**config.mk**
```make
export PLATFORM = sky130hd
export DESIGN_NAME = c_subset_tokenizer_flat
export DESIGN_NICKNAME = d
export VERILOG_FILES = /design/src/hw/rtl/cst_pkg.sv /design/src/hw/rtl/cst_if.sv /design/src/hw/rtl/cst_scan.sv /design/src/hw/rtl/c_subset_tokenizer.sv /design/src/flat_wrapper.sv
export SDC_FILE = /design/constraint.sdc
export NUM_CORES = 2
export LEC_CHECK = 0
export BUFFER_PORTS_ARGS = -buffer_cell sky130_fd_sc_hd__buf_2
export CAP_MARGIN = 10
export CORE_ASPECT_RATIO = 0.75
export CORE_MARGIN = 5
export CORE_UTILIZATION = 50
export DETAILED_ROUTE_END_ITERATION = 7
export PLACE_DENSITY_LB_ADDON = 0.05
export SYNTH_ARGS = -nofsm -noshare
export SYNTH_HDL_FRONTEND = slang
export SYNTH_HIERARCHICAL = 1
export SYNTH_SLANG_ARGS = --single-unit
```
**constraint.sdc**
```tcl
create_clock -name clk -period 22.2 [get_ports clk]
set_clock_uncertainty 0.2 [all_clocks]
set_input_delay 0 -clock clk [delete_from_list [all_inputs] [get_ports clk]]
set_output_delay 0 -clock clk [all_outputs]
set_load 0.005 [all_outputs]
```
**src/hw/rtl/cst_pkg.sv**
```systemverilog
`timescale 1ns / 1ps

package cst_pkg;

  // default configuration
  localparam int IDENT_MAX_DEF = 8;
  localparam int POS_BITS_DEF  = 16;

  // fixed field widths of the channels
  localparam int CH_W    = 8;
  localparam int KIND_W  = 4;
  localparam int VALUE_W = 32;
  localparam int TEXT_W  = 64;
  localparam int LEN_W   = 4;
  localparam int POS_W   = 16;

  // result queue between scanner and output port
  localparam int QUEUE_DEPTH = 4;
  localparam int QPTR_W      = $clog2(QUEUE_DEPTH);
  localparam int QCNT_W      = $clog2(QUEUE_DEPTH + 1);

  // keyword spellings, first byte in the lowest byte
  localparam logic [47:0] KW_INT_TEXT    = 48'h0000_0074_6E69;
  localparam logic [47:0] KW_RETURN_TEXT = 48'h6E72_7574_6572;

  typedef enum logic [KIND_W-1:0] {
    KIND_EOF       = 4'd0,
    KIND_IDENT     = 4'd1,
    KIND_KW_INT    = 4'd2,
    KIND_KW_RETURN = 4'd3,
    KIND_NUMBER    = 4'd4,
    KIND_LPAREN    = 4'd5,
    KIND_RPAREN    = 4'd6,
    KIND_LBRACK    = 4'd7,
    KIND_RBRACK    = 4'd8,
    KIND_LBRACE    = 4'd9,
    KIND_RBRACE    = 4'd10,
    KIND_SEMI      = 4'd11,
    KIND_ERROR     = 4'd12
  } kind_t;

  typedef struct packed {
    kind_t               kind;
    logic [VALUE_W-1:0]  int_value;
    logic [TEXT_W-1:0]   ident_text;
    logic [LEN_W-1:0]    ident_len;
    logic                ident_overflow;
    logic [POS_W-1:0]    row;
    logic [POS_W-1:0]    col;
    logic                last;
  } result_t;

  // up to two tokens produced by one source byte
  typedef struct packed {
    logic [1:0] count;
    result_t    first;
    result_t    second;
  } push_t;

endpackage

```
**src/hw/rtl/cst_if.sv**
```systemverilog
`timescale 1ns / 1ps

interface cst_in_if;
  logic                     valid;
  logic                     ready;
  logic [cst_pkg::CH_W-1:0] ch;
  logic                     end_of_input;

  modport source (output valid, output ch, output end_of_input, input ready);
  modport sink   (input valid, input ch, input end_of_input, output ready);
endinterface

interface cst_out_if;
  logic                        valid;
  logic                        ready;
  cst_pkg::kind_t              kind;
  logic [cst_pkg::VALUE_W-1:0] int_value;
  logic [cst_pkg::TEXT_W-1:0]  ident_text;
  logic [cst_pkg::LEN_W-1:0]   ident_len;
  logic                        ident_overflow;
  logic [cst_pkg::POS_W-1:0]   row;
  logic [cst_pkg::POS_W-1:0]   col;
  logic                        last;

  modport source (output valid, output kind, output int_value, output ident_text,
                  output ident_len, output ident_overflow, output row, output col,
                  output last, input ready);
  modport sink   (input valid, input kind, input int_value, input ident_text,
                  input ident_len, input ident_overflow, input row, input col,
                  input last, output ready);
endinterface

```
**src/hw/rtl/cst_scan.sv**
```systemverilog
`timescale 1ns / 1ps

module cst_scan #(
  parameter int IDENT_MAX = cst_pkg::IDENT_MAX_DEF,
  parameter int POS_BITS  = cst_pkg::POS_BITS_DEF
) (
  input  logic            clk,
  input  logic            rst_n,
  cst_in_if.sink          in_bus,
  input  logic            push_ok,
  output cst_pkg::push_t  push
);

  localparam int BUF_W = IDENT_MAX * 8;
  localparam int CNT_W = $clog2(IDENT_MAX + 1);
  localparam logic [POS_BITS-1:0] POS_MAX = '1;

  localparam logic [7:0] CH_NL     = 8'h0A;
  localparam logic [7:0] CH_TAB    = 8'h09;
  localparam logic [7:0] CH_CR     = 8'h0D;
  localparam logic [7:0] CH_SPACE  = 8'h20;
  localparam logic [7:0] CH_ZERO   = 8'h30;
  localparam logic [7:0] CH_NINE   = 8'h39;
  localparam logic [7:0] CH_UP_A   = 8'h41;
  localparam logic [7:0] CH_UP_Z   = 8'h5A;
  localparam logic [7:0] CH_LO_A   = 8'h61;
  localparam logic [7:0] CH_LO_Z   = 8'h7A;
  localparam logic [7:0] CH_UNDER  = 8'h5F;
  localparam logic [7:0] CH_LPAREN = 8'h28;
  localparam logic [7:0] CH_RPAREN = 8'h29;
  localparam logic [7:0] CH_LBRACK = 8'h5B;
  localparam logic [7:0] CH_RBRACK = 8'h5D;
  localparam logic [7:0] CH_LBRACE = 8'h7B;
  localparam logic [7:0] CH_RBRACE = 8'h7D;
  localparam logic [7:0] CH_SEMI   = 8'h3B;

  typedef enum logic [1:0] {
    MODE_IDLE   = 2'd0,
    MODE_IDENT  = 2'd1,
    MODE_NUMBER = 2'd2
  } mode_t;

  // input stage
  logic                     stg_vld_r;
  logic [cst_pkg::CH_W-1:0] ch_r;
  logic                     eoi_r;
  logic                     stg_go;

  // lexer state
  mode_t                mode_r, mode_nxt;
  logic [BUF_W-1:0]     buf_r, buf_nxt;
  logic [CNT_W-1:0]     cnt_r, cnt_nxt;
  logic                 too_long_r, too_long_nxt;
  logic [31:0]          accum_r, accum_nxt;
  logic [POS_BITS-1:0]  line_r, line_nxt;
  logic [POS_BITS-1:0]  col_r, col_nxt;
  logic [POS_BITS-1:0]  start_row_r, start_row_nxt;
  logic [POS_BITS-1:0]  start_col_r, start_col_nxt;

  // per-byte decode
  logic                 is_letter, is_digit, is_space, is_nl;
  logic                 cont_ident, cont_num, has_flush, has_second;
  logic [POS_BITS-1:0]  line_adv, col_adv, line_new, col_new;
  logic [31:0]          digit_val;
  logic                 kw_int, kw_return;
  cst_pkg::kind_t       ident_kind, punct_kind;
  cst_pkg::result_t     flush_res, second_res;

  function automatic logic [cst_pkg::POS_W-1:0] to_port(input logic [POS_BITS-1:0] v);
    logic [31:0] wide;
    wide = 32'(v);
    return wide[cst_pkg::POS_W-1:0];
  endfunction

  assign stg_go       = stg_vld_r && push_ok;
  assign in_bus.ready = !stg_vld_r || push_ok;

  // character classes
  always_comb begin
    is_letter = (ch_r >= CH_LO_A && ch_r <= CH_LO_Z) ||
                (ch_r >= CH_UP_A && ch_r <= CH_UP_Z) || ch_r == CH_UNDER;
    is_digit  = ch_r >= CH_ZERO && ch_r <= CH_NINE;
    is_space  = ch_r == CH_SPACE || (ch_r >= CH_TAB && ch_r <= CH_CR);
    is_nl     = ch_r == CH_NL;
    digit_val = 32'(ch_r - CH_ZERO);
  end

  // punctuation lookup
  always_comb begin
    unique case (ch_r)
      CH_LPAREN: punct_kind = cst_pkg::KIND_LPAREN;
      CH_RPAREN: punct_kind = cst_pkg::KIND_RPAREN;
      CH_LBRACK: punct_kind = cst_pkg::KIND_LBRACK;
      CH_RBRACK: punct_kind = cst_pkg::KIND_RBRACK;
      CH_LBRACE: punct_kind = cst_pkg::KIND_LBRACE;
      CH_RBRACE: punct_kind = cst_pkg::KIND_RBRACE;
      CH_SEMI:   punct_kind = cst_pkg::KIND_SEMI;
      default:   punct_kind = cst_pkg::KIND_ERROR;
    endcase
  end

  // saturating position update
  always_comb begin
    line_adv = (line_r == POS_MAX) ? line_r : line_r + POS_BITS'(1);
    col_adv  = (col_r == POS_MAX) ? col_r : col_r + POS_BITS'(1);
    line_new = is_nl ? line_adv : line_r;
    col_new  = is_nl ? '0 : col_adv;
  end

  // token boundary decisions
  always_comb begin
    cont_ident = !eoi_r && mode_r == MODE_IDENT && (is_letter || is_digit);
    cont_num   = !eoi_r && mode_r == MODE_NUMBER && is_digit;
    has_flush  = mode_r != MODE_IDLE && !cont_ident && !cont_num;
    has_second = eoi_r ||
                 (!cont_ident && !cont_num && !is_letter && !is_digit && !is_space);
    kw_int     = !too_long_r && cnt_r == CNT_W'(3) && buf_r == BUF_W'(cst_pkg::KW_INT_TEXT);
    kw_return  = !too_long_r && cnt_r == CNT_W'(6) &&
                 buf_r == BUF_W'(cst_pkg::KW_RETURN_TEXT);
    ident_kind = kw_int ? cst_pkg::KIND_KW_INT :
                 kw_return ? cst_pkg::KIND_KW_RETURN : cst_pkg::KIND_IDENT;
  end

  // pending token result
  always_comb begin
    flush_res     = '0;
    flush_res.row = to_port(start_row_r);
    flush_res.col = to_port(start_col_r);
    if (mode_r == MODE_NUMBER) begin
      flush_res.kind      = cst_pkg::KIND_NUMBER;
      flush_res.int_value = accum_r;
    end else begin
      flush_res.kind = ident_kind;
      if (ident_kind == cst_pkg::KIND_IDENT) begin
        flush_res.ident_text     = cst_pkg::TEXT_W'(buf_r);
        flush_res.ident_len      = cst_pkg::LEN_W'(cnt_r);
        flush_res.ident_overflow = too_long_r;
      end
    end
  end

  // eof or single-byte token result
  always_comb begin
    second_res      = '0;
    second_res.last = 1'b1;
    if (eoi_r) begin
      second_res.kind = cst_pkg::KIND_EOF;
      second_res.row  = to_port(line_r);
      second_res.col  = to_port(col_r);
    end else begin
      second_res.kind = punct_kind;
      second_res.row  = to_port(line_new);
      second_res.col  = to_port(col_new);
    end
  end

  // beat toward the result queue
  always_comb begin
    push.count      = stg_go ? (2'(has_flush) + 2'(has_second)) : 2'd0;
    push.first      = has_flush ? flush_res : second_res;
    push.first.last = !(has_flush && has_second);
    push.second     = second_res;
  end

  // next lexer state
  always_comb begin
    mode_nxt      = mode_r;
    buf_nxt       = buf_r;
    cnt_nxt       = cnt_r;
    too_long_nxt  = too_long_r;
    accum_nxt     = accum_r;
    line_nxt      = line_new;
    col_nxt       = col_new;
    start_row_nxt = start_row_r;
    start_col_nxt = start_col_r;
    if (eoi_r) begin
      mode_nxt      = MODE_IDLE;
      buf_nxt       = '0;
      cnt_nxt       = '0;
      too_long_nxt  = 1'b0;
      accum_nxt     = '0;
      line_nxt      = POS_BITS'(1);
      col_nxt       = '0;
      start_row_nxt = POS_BITS'(1);
      start_col_nxt = '0;
    end else if (cont_ident) begin
      if (cnt_r < CNT_W'(IDENT_MAX)) begin
        for (int i = 0; i < IDENT_MAX; i++) begin
          if (cnt_r == CNT_W'(i)) begin
            buf_nxt[i*8 +: 8] = ch_r;
          end
        end
        cnt_nxt = cnt_r + CNT_W'(1);
      end else begin
        too_long_nxt = 1'b1;
      end
    end else if (cont_num) begin
      // x*10 as x*8 + x*2
      accum_nxt = {accum_r[28:0], 3'b000} + {accum_r[30:0], 1'b0} + digit_val;
    end else begin
      mode_nxt     = MODE_IDLE;
      buf_nxt      = '0;
      cnt_nxt      = '0;
      too_long_nxt = 1'b0;
      accum_nxt    = '0;
      if (is_letter) begin
        mode_nxt      = MODE_IDENT;
        buf_nxt       = BUF_W'(ch_r);
        cnt_nxt       = CNT_W'(1);
        start_row_nxt = line_new;
        start_col_nxt = col_new;
      end else if (is_digit) begin
        mode_nxt      = MODE_NUMBER;
        accum_nxt     = digit_val;
        start_row_nxt = line_new;
        start_col_nxt = col_new;
      end
    end
  end

  // input stage payload
  always_ff @(posedge clk) begin
    if (in_bus.valid && in_bus.ready) begin
      ch_r  <= in_bus.ch;
      eoi_r <= in_bus.end_of_input;
    end
  end

  // input stage valid and lexer state
  always_ff @(posedge clk) begin
    if (!rst_n) begin
      stg_vld_r   <= 1'b0;
      mode_r      <= MODE_IDLE;
      buf_r       <= '0;
      cnt_r       <= '0;
      too_long_r  <= 1'b0;
      accum_r     <= '0;
      line_r      <= POS_BITS'(1);
      col_r       <= '0;
      start_row_r <= POS_BITS'(1);
      start_col_r <= '0;
    end else begin
      if (in_bus.valid && in_bus.ready) begin
        stg_vld_r <= 1'b1;
      end else if (stg_go) begin
        stg_vld_r <= 1'b0;
      end
      if (stg_go) begin
        mode_r      <= mode_nxt;
        buf_r       <= buf_nxt;
        cnt_r       <= cnt_nxt;
        too_long_r  <= too_long_nxt;
        accum_r     <= accum_nxt;
        line_r      <= line_nxt;
        col_r       <= col_nxt;
        start_row_r <= start_row_nxt;
        start_col_r <= start_col_nxt;
      end
    end
  end

endmodule

```
**src/hw/rtl/c_subset_tokenizer.sv**
```systemverilog
`timescale 1ns / 1ps

// Tokenizer for a small C subset, fed one source byte per beat on in_bus and giving
// one token per beat on out_bus (identifiers, the keywords int and return, decimal
// integers, ( ) [ ] { } ;, error tokens and EOF). A byte enters an input register,
// is classified and folded into the lexer state once the result queue has room for
// two tokens, and the tokens it produces land in a four-entry result queue that
// drives out_bus. A new byte is taken every cycle while that room is there. A byte
// that both ends a pending identifier or number and forms a token of its own gives
// two output beats, so throughput on such bytes is set by the single output port at
// one token per cycle while the receiver is ready. The end-of-input beat flushes any
// pending token, gives EOF with last set and returns the lexer to its reset state.
module c_subset_tokenizer #(
  parameter int IDENT_MAX = cst_pkg::IDENT_MAX_DEF,
  parameter int POS_BITS  = cst_pkg::POS_BITS_DEF
) (
  input  logic       clk,
  input  logic       rst_n,
  cst_in_if.sink     in_bus,
  cst_out_if.source  out_bus
);

  cst_pkg::push_t   push;
  logic             push_ok;

  cst_pkg::result_t              q_mem [cst_pkg::QUEUE_DEPTH];
  logic [cst_pkg::QPTR_W-1:0]    wr_ptr_r, rd_ptr_r;
  logic [cst_pkg::QCNT_W-1:0]    q_cnt_r;
  logic                          pop;
  cst_pkg::result_t              head;

  cst_scan #(
    .IDENT_MAX (IDENT_MAX),
    .POS_BITS  (POS_BITS)
  ) u_scan (
    .clk     (clk),
    .rst_n   (rst_n),
    .in_bus  (in_bus),
    .push_ok (push_ok),
    .push    (push)
  );

  // room for the two tokens one byte may give
  assign push_ok = q_cnt_r <= cst_pkg::QCNT_W'(cst_pkg::QUEUE_DEPTH - 2);
  assign pop     = out_bus.valid && out_bus.ready;

  // output beat from queue head
  assign head                   = q_mem[rd_ptr_r];
  assign out_bus.valid          = q_cnt_r != '0;
  assign out_bus.kind           = head.kind;
  assign out_bus.int_value      = head.int_value;
  assign out_bus.ident_text     = head.ident_text;
  assign out_bus.ident_len      = head.ident_len;
  assign out_bus.ident_overflow = head.ident_overflow;
  assign out_bus.row            = head.row;
  assign out_bus.col            = head.col;
  assign out_bus.last           = head.last;

  // queue storage
  always_ff @(posedge clk) begin
    if (push.count != 2'd0) begin
      q_mem[wr_ptr_r] <= push.first;
    end
    if (push.count == 2'd2) begin
      q_mem[wr_ptr_r + cst_pkg::QPTR_W'(1)] <= push.second;
    end
  end

  // queue pointers and fill count
  always_ff @(posedge clk) begin
    if (!rst_n) begin
      wr_ptr_r <= '0;
      rd_ptr_r <= '0;
      q_cnt_r  <= '0;
    end else begin
      wr_ptr_r <= wr_ptr_r + cst_pkg::QPTR_W'(push.count);
      if (pop) begin
        rd_ptr_r <= rd_ptr_r + cst_pkg::QPTR_W'(1);
      end
      q_cnt_r <= q_cnt_r + cst_pkg::QCNT_W'(push.count) - cst_pkg::QCNT_W'(pop);
    end
  end

endmodule

```
**src/flat_wrapper.sv**
```systemverilog
// flat-port wrapper written by rule: the top's interface ports become plain ports
module c_subset_tokenizer_flat 
#(
  parameter int IDENT_MAX = cst_pkg::IDENT_MAX_DEF,
  parameter int POS_BITS  = cst_pkg::POS_BITS_DEF
)
  (clk, rst_n, in_bus_valid, in_bus_ch, in_bus_end_of_input, in_bus_ready, out_bus_valid, out_bus_kind, out_bus_int_value, out_bus_ident_text, out_bus_ident_len, out_bus_ident_overflow, out_bus_row, out_bus_col, out_bus_last, out_bus_ready);
  cst_in_if in_bus_i ();
  cst_out_if out_bus_i ();
  input  logic clk;
  input  logic rst_n;
  input wire logic [$bits(in_bus_i.valid)-1:0] in_bus_valid;
  input wire logic [$bits(in_bus_i.ch)-1:0] in_bus_ch;
  input wire logic [$bits(in_bus_i.end_of_input)-1:0] in_bus_end_of_input;
  output wire logic [$bits(in_bus_i.ready)-1:0] in_bus_ready;
  output wire logic [$bits(out_bus_i.valid)-1:0] out_bus_valid;
  output wire logic [$bits(out_bus_i.kind)-1:0] out_bus_kind;
  output wire logic [$bits(out_bus_i.int_value)-1:0] out_bus_int_value;
  output wire logic [$bits(out_bus_i.ident_text)-1:0] out_bus_ident_text;
  output wire logic [$bits(out_bus_i.ident_len)-1:0] out_bus_ident_len;
  output wire logic [$bits(out_bus_i.ident_overflow)-1:0] out_bus_ident_overflow;
  output wire logic [$bits(out_bus_i.row)-1:0] out_bus_row;
  output wire logic [$bits(out_bus_i.col)-1:0] out_bus_col;
  output wire logic [$bits(out_bus_i.last)-1:0] out_bus_last;
  input wire logic [$bits(out_bus_i.ready)-1:0] out_bus_ready;
  assign in_bus_i.valid = in_bus_valid;
  assign in_bus_i.ch = in_bus_ch;
  assign in_bus_i.end_of_input = in_bus_end_of_input;
  assign in_bus_ready = in_bus_i.ready;
  assign out_bus_valid = out_bus_i.valid;
  assign out_bus_kind = out_bus_i.kind;
  assign out_bus_int_value = out_bus_i.int_value;
  assign out_bus_ident_text = out_bus_i.ident_text;
  assign out_bus_ident_len = out_bus_i.ident_len;
  assign out_bus_ident_overflow = out_bus_i.ident_overflow;
  assign out_bus_row = out_bus_i.row;
  assign out_bus_col = out_bus_i.col;
  assign out_bus_last = out_bus_i.last;
  assign out_bus_i.ready = out_bus_ready;
  c_subset_tokenizer #(.IDENT_MAX(IDENT_MAX), .POS_BITS(POS_BITS)) u_core (.clk(clk), .rst_n(rst_n), .in_bus(in_bus_i), .out_bus(out_bus_i));
endmodule
```
Yosys cells after proc, flatten, opt, wreduce, memory -nomap -nowiden

Memories as Yosys holds them, arrays and structs flattened. A register that Yosys moved wholly into a read port is not among the register bits.
Cells that the tools add are included.

RAM bits: 552
Bits in read-only memories: 0
Bits in latches: 0
Register bits after elaboration: 184
Memories kept: 1

Memories:

| memory       | words | bits a word | read ports | clocked after Yosys merged registers in | write ports | RTL line                 | RTL |
|---|---|---|---|---|---|---|---|
| u_core.q_mem | 4     | 138         | 1          | 1                                       | 2           | c_subset_tokenizer.sv:26 | `cst_pkg::result_t q_mem [cst_pkg::QUEUE_DEPTH];` |

Order comparisons: 10
Multipliers: 0
Shifts and indexed selects: 0
Bitwise operators: 0
Muxes and demuxes: 67
Eq/ne operators: 38
Add/sub/neg operators: 12
Divide/modulo/power cells: 0
Reduce and logical (&&, ||, !) cells: 56

Operator list:

| operator                                                                 | number |
|---|---|
| 16-bit 2-to-1 mux                                                        | 16 |
| 64-bit 2-to-1 mux                                                        | 4 |
| 32-bit 2-to-1 mux                                                        | 7 |
| 138-bit 2-to-1 mux                                                       | 1 |
| 69-bit 2-to-1 mux                                                        | 2 |
| 8-bit 2-to-1 mux                                                         | 9 |
| 32-bit adder                                                             | 2 |
| 64-bit by 23-bit equality test with 1-bit output (second input constant) | 1 |
| 64-bit by 47-bit equality test with 1-bit output (second input constant) | 1 |
| 8-bit by 7-bit equality test with 1-bit output (second input constant)   | 5 |
| 4-bit AND reduction                                                      | 9 |
| 16-bit by 1-bit adder with 16-bit output (second input constant)         | 2 |
| 16-bit equality test (second input constant)                             | 2 |
| 8-bit by 6-bit equality test with 1-bit output (second input constant)   | 4 |
| 4-bit one-hot mux with 7 select lines                                    | 1 |
| 3-bit by 2-bit != test with 1-bit output (second input constant)         | 9 |
| 1-bit logical AND                                                        | 22 |
| 2-bit 2-to-1 mux                                                         | 10 |
| 4-bit 2-to-1 mux                                                         | 5 |
| 4-bit by 3-bit equality test with 1-bit output (second input constant)   | 4 |
| 8-bit by 7-bit >= comparator with 1-bit output (second input constant)   | 2 |
| 8-bit by 7-bit <= comparator with 1-bit output (second input constant)   | 2 |
| 1-bit 2-to-1 mux                                                         | 11 |
| 1-bit zero test                                                          | 9 |
| other kinds (27)                                                         | 43 |

Depth between registers and ports, before layout

Word-level depth: 17
Depth in mapped cells: 23

Hierarchy

The synthesis kept the hierarchy.

Modules (own cells, without submodules):

| module             | instances | seq. area each (µm²) | cells an instance | area an instance (µm²) |
|---|---|---|---|---|
| c_subset_tokenizer | 1         | 16756.1              | 1383              | 27581.5 |
| cst_scan           | 1         | 3633.5               | 1589              | 12715.9 |

Least setup slack after synthesis

No wires, ideal clock.

Path kind: register -> register
From: register u_core/u_scan/ch_r[4] (netlist name)
To: memory u_core/q_mem[0][0] (netlist name) (enable)
Arrival time: 12.662 ns
Required time: 21.174 ns
Cell stages (with the launch flop): 17
Slack: 8.512 ns
Cells stage by stage: edfxtp_1 clkbuf_1 inv_1 ha_1 a21boi_1 o31ai_2 o31ai_2 or2_2 nand2_1 and2_1 buf_6 buf_6 inv_1 ha_1 and3_1 o21bai_1 o21ai_0

RTL lines:

| element                | RTL line                 | RTL |
|---|---|---|
| start, declared        | cst_scan.sv:45           | `logic [cst_pkg::CH_W-1:0] ch_r;` |
| start signal, assigned | cst_scan.sv:224          | `ch_r <= in_bus.ch;` |
| end, declared          | c_subset_tokenizer.sv:26 |  |

==> impl_metrics.ini <==
[synth]
yosys-top-cells-count = edfxtp_1, mux2_2, nand2_1
synth-xor-area-share_pct = 1.31
synth_top_area_share_pct = 41.8
synth_top_family_by_area = multiplexers
synth_cells = 2972
async_flop_share_pct = 0
synth_ff_type = edfxtp_1
synth_compound_area_share_pct = 5.86
yosysSeqAreaShare_pct = 50.6
synth_edf_count = 561
synth.largest_area_cell = edfxtp_1
synthMuxAreaShare_pct = 25.5
ys_warn_count = 6
ys_seq_elements = 738
syn_area_per_cell_um2 = 13.6
synth_cell_types = 88
netlist_area_um2 = 40300
synth_fa_ha_area_share_pct = 2.97
yosys.area_share.simple_pct = 8.49
netlist_top_cells_area = edfxtp_1, mux2_2, dfxtp_1
synth.most_common_cell = edfxtp_1

[layout]
finalNetCount = 3150
num_antenna_cells = 0
fin_cells = 4182
post-route-util_pct = 54.7
final_layout_size_suffix_gt1_share_pct = 31.6
area_growth_pct = 8.85
final_cell_area_um2 = 43900

[clock_network]
cts_inserted_buffers = 77
cts_sinks = 738
cts_buffer_depth = 3
path_clk_slew_ns = 0.07
cts_tree = done
insertion_delay_ns = 0.63
post_cts_buffers = 0
cts_root_buffer = clkbuf_16
cts_resized = 0
h-tree-depth = 3

[global_routing]
antenna_found_initial = 1
globalRouteOverflowTotal = 0
grt_max_degree = 140
grt_use_total_pct = 22.4
grt_first_pass_wirelength_um = 151000
grt_pass1_vias = 25000

[sta]
final_min_period_over_clock_period_pct = 33.7
min_period_ns = 7.48
hold_viol_final = 0
finalSetupViolations = 0
hold-worst-slack_ns = 0.138
max_freq_mhz = 134
finalWorstSetupSlack_ns = 14.72
rsz0062_at_grt = false
relSlewSlack_pct = 21.7
worstMarginPinSlew_ns = 1.17
maxSlewViolCount = 0
setup-tns-final_ns = 0

[setup_path]
cpLargestDelayFamily = buffers and inverters
rr_endpoint = u_core/q_mem[3][116]
cp.required_ns = 22.37
r2r-start = u_core/u_scan/ch_r[4]
crit_slowest_cell = and4bb_4
r2r_cells = 17
worst_setup_path_start_kind = flop
path_class = reg -> reg
worstPathCellList = ha_1 > nand2_1 > o2111ai_1 > inv_1 > o31ai_2 > or2_2 > nand2_1 > and2_2 > buf_4 > inv_1 > ha_1 > inv_1 > nor2_1 > and4bb_4 > buf_4 > buf_4 > mux2_2
worst-endpoint-arrival_ns = 7.64
regToRegSetupSlack_ns = 14.72
end_kind = flop
critPathBufInv = 6
slowest_delay_ns = 1.10
cp_max_fo = 50
cp-startpoint = u_core/u_scan/ch_r[4]

[placement]
hpwlAfterDp_um = 57900
placed_area_um2 = 41200
place.gp.congestion = 0.863
port_buffers = 152
dp.cells = 4017
dp_slack_ns = 14.81

[pwr]
vdd_drop_max_mv = 0.0566
powerDensity_nw_per_um2 = 80.2
p_leak_nw = 16.5
total_power_mw = 3.52

[hold_path]
holdPathStages = 4
min_from = out_bus_ready
hold_path.class = in -> reg

[detailed_routing]
avgRoutedWirePerCell_um = 23.4
first_pass_iters = 7
routed_wl_um = 98000
postRouteAntennaNets = 0
via_count = 24600
via_per_inst = 5.88
drt_iter0_markers = 1614
drc = 0

[die]
row_count = 90
start_util_pct = 50.3
fp.dieArea_um2 = 86400
coreArea_um2 = 80200
fp.dieH_um = 256
pin_count = 153
die_w_um = 338

[outcome]
status = completed

[run]
cap_violations = 0
layout make-up:
cell class | count | area, µm²
fillers | 6603 | 36300
flip-flops and latches | 738 | 20400
multi-input cells | 2000 | 18300
clock buffers | 115 | 2280
well taps | 1058 | 1320
repair buffers | 204 | 1280
clock inverters | 28 | 183
inverters | 39 | 146
power by group:
| group | switching, mW | internal (mW) | total (mW) |
|---|---|---|---|
| registers | 0.0440 | 1.56 | 1.61 |
| clock network | 0.542 | 0.723 | 1.26 |
| logic | 0.351 | 0.296 | 0.647 |
worst max-delay path by stage:
stage | slack [ns] | to | cells after the start
after floorplan | 8.51 | u_core/q_mem[0][0] | 16
after global placement | 14.95 | u_core/q_mem[3][116] | 15
after detailed placement | 14.81 | u_core/q_mem[3][90] | 17
after CTS | 14.78 | u_core/q_mem[3][80] | 17
after global routing | 14.35 | u_core/q_mem[3][116] | 17
final | 14.72 | u_core/q_mem[3][116] | 17
layer usage:
metal  part of all wire (%)  track usage [%]
met3                    5.2             3.04
met5                      0                0
met2                     48             37.0
met4                    1.8             4.80
met1                     45             31.8
what timing repair did:
action                                  in CTS  in global routing
hold endpoints to repair                    87                  0
hold buffers                                22                  0
endpoints found under the setup margin       0                  0
kinds of logic after synthesis:
logic type,Yosys count
AO/OA/AOI/OAI,364
XOR/XNOR,57
adder cells (fa/ha/maj),78
buffers and inverters,334
flip-flops,738
multiplexers,735
other,2
AND/OR/NAND/NOR,664
flip-flops by register name (all words and copies together) (netlist names), 2 cells and up, named ones only:
name,cells
u_core/wr_ptr_r,2
u_core/u_scan/buf_r,64
u_core/u_scan/accum_r,32
u_core/u_scan/mode_r,2
u_core/u_scan/line_r,16
u_core/u_scan/cnt_r,4
u_core/u_scan/col_r,16
u_core/q_cnt_r,3
u_core/u_scan/start_col_r,16
u_core/rd_ptr_r,2
u_core/u_scan/ch_r,8
u_core/q_mem,552
u_core/u_scan/start_row_r,16
worst min-delay path, stage by stage:
cell	delay, ns
dlygate4sd3_1	0.54
buf_2	0.13
o311ai_0	0.13
mux2i_1	0.11
placed cells by master (no fill, tap or decap), types with 11 or more instances in the layout:
cell,synthesis,layout
a21boi_0,35,35
a21o_1,28,28
a21oi_1,77,77
a31oi_1,19,19
a32o_1,14,14
and2_1,107,106
and3_1,40,40
buf_2,45,151
buf_4,108,25
clkbuf_1,84,21
clkbuf_16,0,81
clkbuf_8,0,12
clkinv_1,0,14
conb_1,2,102
dfxtp_1,177,175
dlygate4sd3_1,0,22
edfxtp_1,561,561
fa_1,30,30
ha_1,47,47
inv_1,39,39
mux2_1,48,48
mux2_2,400,400
mux2_4,129,129
mux2i_1,20,20
mux4_2,138,138
nand2_1,207,207
nand3_1,35,35
nand4_1,22,22
nor2_1,98,96
nor2b_1,48,47
nor3_1,35,34
nor4_1,12,12
o21ai_0,87,86
o22ai_1,31,31
or3_1,11,11
xnor2_1,32,32
xor2_1,23,23
No activity file was read; power rests on OpenSTA's default activity.
